==> src/hw/rtl/sus_pkg.sv <==
// Shared types and codes of the sorted set core.
package sus_pkg;

    typedef enum logic [1:0] {
        MODE_INSERT = 2'd0,
        MODE_REMOVE = 2'd1,
        MODE_CLEAR  = 2'd2,
        MODE_READ   = 2'd3
    } mode_t;

    localparam logic [2:0] STATUS_OK      = 3'd0;
    localparam logic [2:0] STATUS_PRESENT = 3'd1;
    localparam logic [2:0] STATUS_ABSENT  = 3'd2;
    localparam logic [2:0] STATUS_FULL    = 3'd3;
    localparam logic [2:0] STATUS_EMPTY   = 3'd4;
    localparam logic [2:0] STATUS_RANK    = 3'd5;

    localparam int MODE_BITS   = 2;
    localparam int INPUT_BITS  = 32;
    localparam int RANK_BITS   = 4;
    localparam int STATUS_BITS = 3;
    localparam int COUNT_BITS  = 5;

    // Commands from the controller to the datapath.
    typedef struct packed {
        logic load;
        logic exec;
    } ctrl_cmd_t;

endpackage

==> src/hw/rtl/sus_ctrl.sv <==
// Controller state machine of the sorted set core.
module sus_ctrl (
    input  logic               clk,
    input  logic               rst_n,
    input  logic               start,
    output logic               busy,
    output logic               done,
    output sus_pkg::ctrl_cmd_t cmd
);

    typedef enum logic {
        ST_IDLE,
        ST_EXEC
    } state_t;

    state_t state_reg;
    logic   busy_reg;
    logic   done_reg;

    always_comb
    begin
        cmd.load = start && (state_reg == ST_IDLE);
        cmd.exec = (state_reg == ST_EXEC);
    end

    always_ff @(posedge clk or negedge rst_n)
    begin
        if (!rst_n)
        begin
            state_reg <= ST_IDLE;
            busy_reg  <= 1'b0;
            done_reg  <= 1'b0;
        end
        else
        begin
            unique case (state_reg)
                ST_IDLE:
                begin
                    done_reg <= 1'b0;
                    if (start)
                    begin
                        state_reg <= ST_EXEC;
                        busy_reg  <= 1'b1;
                    end
                end
                ST_EXEC:
                begin
                    state_reg <= ST_IDLE;
                    busy_reg  <= 1'b0;
                    done_reg  <= 1'b1;
                end
                default:
                begin
                    state_reg <= ST_IDLE;
                    busy_reg  <= 1'b0;
                    done_reg  <= 1'b0;
                end
            endcase
        end
    end

    assign busy = busy_reg;
    assign done = done_reg;

endmodule

==> src/hw/rtl/sus_datapath.sv <==
// Compare-and-shift cell row, occupancy counter and result registers.
module sus_datapath #(
    parameter int CAPACITY   = 16,
    parameter int VALUE_BITS = 32
) (
    input  logic                                    clk,
    input  logic                                    rst_n,
    input  sus_pkg::ctrl_cmd_t                      cmd,
    input  logic [sus_pkg::MODE_BITS-1:0]           mode,
    input  logic signed [sus_pkg::INPUT_BITS-1:0]   item_value,
    input  logic [sus_pkg::RANK_BITS-1:0]           rank_index,
    output logic [sus_pkg::STATUS_BITS-1:0]         status,
    output logic [sus_pkg::COUNT_BITS-1:0]          entry_count,
    output logic signed [sus_pkg::INPUT_BITS-1:0]   read_value
);

    localparam int IDX_W = (CAPACITY > 1) ? $clog2(CAPACITY) : 1;
    localparam int CNT_W = $clog2(CAPACITY + 1);
    localparam int WW    = (VALUE_BITS > sus_pkg::INPUT_BITS) ? VALUE_BITS
                                                              : sus_pkg::INPUT_BITS;
    localparam int RW    = (IDX_W > sus_pkg::RANK_BITS) ? IDX_W : sus_pkg::RANK_BITS;
    localparam int CW    = (RW > CNT_W) ? RW : CNT_W;
    localparam int OW    = (CNT_W > sus_pkg::COUNT_BITS) ? CNT_W : sus_pkg::COUNT_BITS;

    sus_pkg::mode_t                       mode_reg;
    logic signed [VALUE_BITS-1:0]         value_reg;
    logic [sus_pkg::RANK_BITS-1:0]        rank_reg;
    logic [CNT_W-1:0]                     occ_reg;
    logic [CNT_W-1:0]                     occ_next;
    logic signed [VALUE_BITS-1:0]         entry_reg [CAPACITY];
    logic signed [VALUE_BITS-1:0]         ins_val   [CAPACITY];
    logic signed [VALUE_BITS-1:0]         del_val   [CAPACITY];
    logic [CAPACITY-1:0]                  lt_vec;
    logic [CAPACITY-1:0]                  eq_vec;
    logic [sus_pkg::STATUS_BITS-1:0]      status_reg;
    logic [sus_pkg::STATUS_BITS-1:0]      status_next;
    logic [sus_pkg::COUNT_BITS-1:0]       count_reg;
    logic signed [sus_pkg::INPUT_BITS-1:0] rdval_reg;
    logic signed [VALUE_BITS-1:0]         rd_sel;
    logic signed [WW-1:0]                 in_wide;
    logic signed [WW-1:0]                 rd_wide;
    logic [RW-1:0]                        rank_wide;
    logic [OW-1:0]                        occ_wide;
    logic                                 found;
    logic                                 full;
    logic                                 rank_ok;
    logic                                 do_ins;
    logic                                 do_del;

    // The input value is sign-extended, then wrapped to the entry width.
    assign in_wide = WW'(item_value);

    // One cell per entry: compare against the broadcast value and offer the
    // neighbor that an insert or a remove would shift in.
    for (genvar g = 0; g < CAPACITY; g++)
    begin : g_cell
        logic held;
        assign held      = CNT_W'(g) < occ_reg;
        assign lt_vec[g] = held && (entry_reg[g] < value_reg);
        assign eq_vec[g] = held && (entry_reg[g] == value_reg);
        if (g == 0)
        begin : g_first
            assign ins_val[g] = value_reg;
        end
        else
        begin : g_rest
            assign ins_val[g] = lt_vec[g-1] ? value_reg : entry_reg[g-1];
        end
        if (g == CAPACITY - 1)
        begin : g_last
            assign del_val[g] = entry_reg[g];
        end
        else
        begin : g_inner
            assign del_val[g] = entry_reg[g+1];
        end
    end

    assign found     = |eq_vec;
    assign full      = occ_reg == CNT_W'(CAPACITY);
    assign rank_wide = RW'(rank_reg);
    assign rank_ok   = CW'(rank_reg) < CW'(occ_reg);

    always_comb
    begin
        status_next = sus_pkg::STATUS_OK;
        occ_next    = occ_reg;
        do_ins      = 1'b0;
        do_del      = 1'b0;
        rd_sel      = '0;
        case (mode_reg)
            sus_pkg::MODE_INSERT:
            begin
                if (found)
                begin
                    status_next = sus_pkg::STATUS_PRESENT;
                end
                else if (full)
                begin
                    status_next = sus_pkg::STATUS_FULL;
                end
                else
                begin
                    do_ins   = 1'b1;
                    occ_next = occ_reg + CNT_W'(1);
                end
            end
            sus_pkg::MODE_REMOVE:
            begin
                if (found)
                begin
                    do_del   = 1'b1;
                    occ_next = occ_reg - CNT_W'(1);
                end
                else
                begin
                    status_next = sus_pkg::STATUS_ABSENT;
                end
            end
            sus_pkg::MODE_CLEAR:
            begin
                if (occ_reg == '0)
                begin
                    status_next = sus_pkg::STATUS_EMPTY;
                end
                occ_next = '0;
            end
            default:
            begin
                if (rank_ok)
                begin
                    rd_sel = entry_reg[rank_wide[IDX_W-1:0]];
                end
                else
                begin
                    status_next = sus_pkg::STATUS_RANK;
                end
            end
        endcase
    end

    assign rd_wide  = WW'(rd_sel);
    assign occ_wide = OW'(occ_next);

    always_ff @(posedge clk or negedge rst_n)
    begin
        if (!rst_n)
        begin
            occ_reg <= '0;
        end
        else if (cmd.exec)
        begin
            occ_reg <= occ_next;
        end
    end

    always_ff @(posedge clk)
    begin
        if (cmd.load)
        begin
            mode_reg  <= sus_pkg::mode_t'(mode);
            value_reg <= in_wide[VALUE_BITS-1:0];
            rank_reg  <= rank_index;
        end
        if (cmd.exec)
        begin
            status_reg <= status_next;
            count_reg  <= occ_wide[sus_pkg::COUNT_BITS-1:0];
            rdval_reg  <= rd_wide[sus_pkg::INPUT_BITS-1:0];
            for (int i = 0; i < CAPACITY; i++)
            begin
                if (do_ins && !lt_vec[i])
                begin
                    entry_reg[i] <= ins_val[i];
                end
                else if (do_del && !lt_vec[i])
                begin
                    entry_reg[i] <= del_val[i];
                end
            end
        end
    end

    assign status      = status_reg;
    assign entry_count = count_reg;
    assign read_value  = rdval_reg;

endmodule

==> src/hw/rtl/sorted_unique_set_core.sv <==
// Top level of the sorted set core: controller plus compare-and-shift datapath.
//
// The core keeps up to CAPACITY distinct signed values in ascending order.
// A transaction enters when start is high at a rising clock edge while busy is
// low; mode, item_value and rank_index are sampled at that edge. Mode selects
// insert, remove, clear or read by rank.
// Every transaction gives exactly one result: done is high for one cycle and
// status, entry_count and read_value are valid in that same cycle. The
// receiver cannot hold results off, so each result is taken when shown.
// The accepting edge latches the request; the next edge runs the
// compare-and-shift step, in which every cell compares its entry against
// the request value at once and the cells from the insert or remove
// position upward shift by one place, and registers the result.
// A new transaction may enter in the cycle in which done is shown.
// Reset empties the set and returns the controller to idle; entry contents
// are not cleared, since nothing beyond the current count is ever read.
module sorted_unique_set_core #(
    parameter int CAPACITY   = 16,
    parameter int VALUE_BITS = 32
) (
    input  logic                                  clk,
    input  logic                                  rst_n,
    input  logic                                  start,
    output logic                                  busy,
    input  logic [sus_pkg::MODE_BITS-1:0]         mode,
    input  logic signed [sus_pkg::INPUT_BITS-1:0] item_value,
    input  logic [sus_pkg::RANK_BITS-1:0]         rank_index,
    output logic                                  done,
    output logic [sus_pkg::STATUS_BITS-1:0]       status,
    output logic [sus_pkg::COUNT_BITS-1:0]        entry_count,
    output logic signed [sus_pkg::INPUT_BITS-1:0] read_value
);

    sus_pkg::ctrl_cmd_t cmd;

    // The controller sequences load and execute cycles and drives the strobe.
    sus_ctrl u_ctrl (
        .clk   (clk),
        .rst_n (rst_n),
        .start (start),
        .busy  (busy),
        .done  (done),
        .cmd   (cmd)
    );

    // The datapath holds the entries, the count and the result registers.
    sus_datapath #(
        .CAPACITY   (CAPACITY),
        .VALUE_BITS (VALUE_BITS)
    ) u_datapath (
        .clk         (clk),
        .rst_n       (rst_n),
        .cmd         (cmd),
        .mode        (mode),
        .item_value  (item_value),
        .rank_index  (rank_index),
        .status      (status),
        .entry_count (entry_count),
        .read_value  (read_value)
    );

endmodule

==> config.mk <==
export PLATFORM = sky130hd
export DESIGN_NAME = sorted_unique_set_core
export DESIGN_NICKNAME = d
export VERILOG_FILES = /design/src/hw/rtl/sus_pkg.sv /design/src/hw/rtl/sus_ctrl.sv /design/src/hw/rtl/sus_datapath.sv /design/src/hw/rtl/sorted_unique_set_core.sv
export SDC_FILE = /design/constraint.sdc
export NUM_CORES = 2
export LEC_CHECK = 0
export BUFFER_PORTS_ARGS = -buffer_cell sky130_fd_sc_hd__buf_2
export CORE_MARGIN = 8
export CORE_UTILIZATION = 30
export DETAILED_ROUTE_END_ITERATION = 8
export PLACE_DENSITY = 0.44
export SLEW_MARGIN = 0
export SYNTH_ARGS = -nofsm -noshare
export SYNTH_HDL_FRONTEND = slang
export SYNTH_HIERARCHICAL = 1
export SYNTH_SLANG_ARGS = --single-unit
==> constraint.sdc <==
create_clock -name clk -period 6.96 [get_ports clk]
set_input_delay 0.696 -clock clk [delete_from_list [all_inputs] [get_ports clk]]
set_output_delay 0.696 -clock clk [all_outputs]
set_load 0.005 [all_outputs]
==> metrics.md <==
| Metric | Value |
|---|---|
| Status | completed |
| Crit end category | flop |
| Max reg flops | 512 |
| Post_cts resized | 0 |
| Most common library cells after synthesis | mux2_2 (598), edfxtp_1 (590), ha_1 (523), mux2i_1 (223), a21oi_1 (202) |
| Die area | 167000 µm² |
| Postcts setup bufs | 0 |
| FP Rows | 144 |
| Post-synth EDFFs | 590 |
| Placer congestion estimate | 0.889 |
| Clock power frac | 0.385 |
| Register share of total power | 0.406 |
| RSZ-0062 raised after global routing | no |
| Crit-path leading delay family | simple AND/OR/NAND/NOR gates |
| Critical Path RT | 7.39 ns |
| Nature of the critical path startpoint | flop |
| Number of global-route vias before repair | 33300 |
| CTS Buffer Depth | 3 |
| Avg Vias per Cell | 5.78 |
| Clock Skews | 0.0384 ns |
| Post-DP HPWL | 144 mm |
| Top-area cell type share of the netlist area | 0.383 |
| Remaining global-route overflow | 0 |
| Reg clk slew, reported paths | 0.06 ns |
| Most used cell, CP | buf_4 |
| Post-synth cell types | 74 |
| Gate power share | 0.209 |
| Clock latency on the worst-skew pair | 0.71 ns |
| Post-Synthesis Cell Area | 46200 µm² |
| CTS root buf | clkbuf_16 |
| Flop2flop setup slack | 0.42 ns |
| Initial detailed-routing violation count | 3421 |
| Largest area contributor in the netlist | edfxtp_1 |
| Syn Area/Cell | 12.9 µm² |
| Async SR Flop Fraction | 0.0134 |
| Fin crit period | 6.54 ns |
| Slowest stage cell, crit path | nor4_1 |
| CTS tree | done |
| First-pass GRT wire length | 280 mm |
| Core area | 154000 µm² |
| Layout cells sized above 1 | 0.328 |
| All-Layer GR Usage | 0.234 |
| NumNets Final | 4269 |
| Antenna Violating Nets Remaining | 0 |
| Top post-synthesis cells by area | edfxtp_1 (38%), mux2_2 (15%), ha_1 (14%) |
| Final period util | 0.940 |
| Worst-path cell chain | inv_1 > buf_4 > ha_1 > nand4_1 > nor4_1 > nand4_1 > o21ai_1 > nor4_2 > buf_4 > a21oi_4 > buf_4 > nand2b_2 > buf_4 > mux2i_1 |
| Synthesis-to-layout area growth | 12.9% |
| Fin. max-slew vios | 0 |
| Top-count cell post-synth | mux2_2 |
| Routed WL | 202 mm |
| Synth Register Bits | 598 |
| Worst VDD drop | 0.000171 V |
| Largest net degree at the start of global routing | 130 |
| Post-synthesis cell count | 3597 |
| CTS sink cnt | 598 |
| Avg WL per Cell | 34.8 µm |
| CP Max Fanout | 18 |
| Setup TNS | 0 ns |
| Lkg Pwr | 20.5 nW |
| Syn_nets | 4161 |
| H-tree levels | 3 |
| Hold_buf cts | 1 |
| Register area share after synthesis | 0.388 |
| N_diodes | 0 |
| Total number of vias | 33600 |
| DIE HEIGHT | 409 µm |
| NetSw | 3.24 mW |
| Fillers | 15200 |
| Drt pass-1 iters | 6 |
| Die X | 409 µm |
| Total of max-cap violations | 0 |
| Final hold vios | 0 |
| Starting Density | 0.301 |
| Setup-failing EPs final | 0 |
| Crit path DAT | 6.97 ns |
| CP bufs+invs | 5 |
| Remaining routing DRC violations | 0 |
| Max incr delay on CP | 1.26 ns |
| Pwr Total | 10.7 mW |
| Hold crit path type | in -> reg |
| F_max | 153 MHz |
| Int Pwr | 7.44 mW |
| Number of buffers created by CTS | 80 |
| WS Path Type | reg -> reg |
| Initial antenna violation count | 5 |
| Ys Warns | 6 |
| Ys flop type | edfxtp_1 |
| Slew HR | 0.0210 |
| P per Cell Area | 205 nW/µm² |
| Ports | 83 |
| Slew at the pin closest to its max-slew limit | 1.45 ns |
| PortBufs | 82 |
| Sw frac | 0.304 |
final timing paths:
kind | cells after the start | end | start
hold / removal | 1 | u_datapath/value_reg[1] | item_value[1]
setup reg to reg | 14 | u_datapath/entry_reg[12][5] | u_datapath/value_reg[27]
max in group asynchronous | 2 | u_ctrl/state_reg | rst_n
min in group asynchronous | 2 | u_ctrl/busy | rst_n
hold reg to reg | 1 | u_ctrl/busy | u_ctrl/busy
setup / recovery | 14 | u_datapath/entry_reg[12][5] | u_datapath/value_reg[27]
per-layer routing:
layer / wire (µm) / part of all wire / GRT usage / vias up
met2: 91700 / 0.45 / 0.372 / 1258
met4: 5900 / 0.029 / 0.0665 / 2
li1: - / - / - / 14500
met1: 90800 / 0.45 / 0.326 / 17600
met3: 13700 / 0.068 / 0.0447 / 239
met5: 13 / 0.000064 / 0 / -
placed cells by master (no fill, tap or decap), drive strengths merged, types with 6 or more instances in the layout:
cell,netlist,final
nand2b,19,19
dfrtp,8,8
mux4,160,160
a211o,9,9
o211a,7,7
or2,6,6
mux2i,224,224
a21oi,204,204
clkbuf,91,101
o32ai,6,6
o211ai,12,12
nor2b,71,71
o21a,14,14
o21ai,118,118
a211oi,17,17
mux2,720,720
and4,15,15
clkinv,0,33
nor4,16,16
nand4,121,121
buf,100,216
nand3,37,37
o31ai,6,6
nor2,62,62
nand2,132,132
edfxtp,590,590
a31oi,7,7
a21o,50,50
inv,144,148
ha,523,523
nor3,31,31
o22ai,7,7
a2111oi,6,6
power by group through the flow:
stage / registers [mW] / clock network [mW] / logic (mW)
3_5_place_dp: 4.40 / 0 / 2.20
4_1_cts: 4.33 / 4.22 / 2.21
3_3_place_gp: 4.40 / 0 / 2.19
5_1_grt: 4.34 / 4.33 / 2.37
6_report: 4.33 / 4.11 / 2.24
2_1_floorplan: 4.30 / 0 / 1.42
kinds of logic (layout without fill, tap and decap cells):
group / Yosys count / in the layout / share of synthesized area
buf+inv: 335 / 504 / 0.0327
flops: 598 / 598 / 0.388
simple gates: 537 / 537 / 0.0630
compound gates: 500 / 500 / 0.0662
fa+ha+maj: 523 / 523 / 0.142
mux: 1104 / 1104 / 0.309
area by class of cell:
cell class                      count  area, µm²  area share
Timing Repair Buffer              217       1640      0.0314
Clock buffer                      101       2100      0.0403
Inverter                          144        541      0.0104
Multi-Input combinational cell   2664      27100       0.519
Sequential cell                   598      17900       0.343
Clock inverter                     42        369     0.00707
Tap cell                         2044       2560      0.0490
stage by stage:
| stage | util | hold slack, ns | std cells | instance area, µm² | setup WS (ns) |
|---|---|---|---|---|---|
| after floorplan | - | 0.387 | 3597 | 46200 | 1.44 |
| after global placement | 0.324 | 0.464 | 5666 | 49700 | 0.711 |
| after detailed placement | 0.324 | 0.476 | 5666 | 49700 | 0.703 |
| after CTS | 0.340 | 0.106 | 5810 | 52200 | 0.676 |
| after global routing | 0.340 | 0.145 | 5810 | 52200 | 0.449 |
| final | 0.340 | 0.166 | 5810 | 52200 | 0.419 |
(Power assumes the default switching activity.)
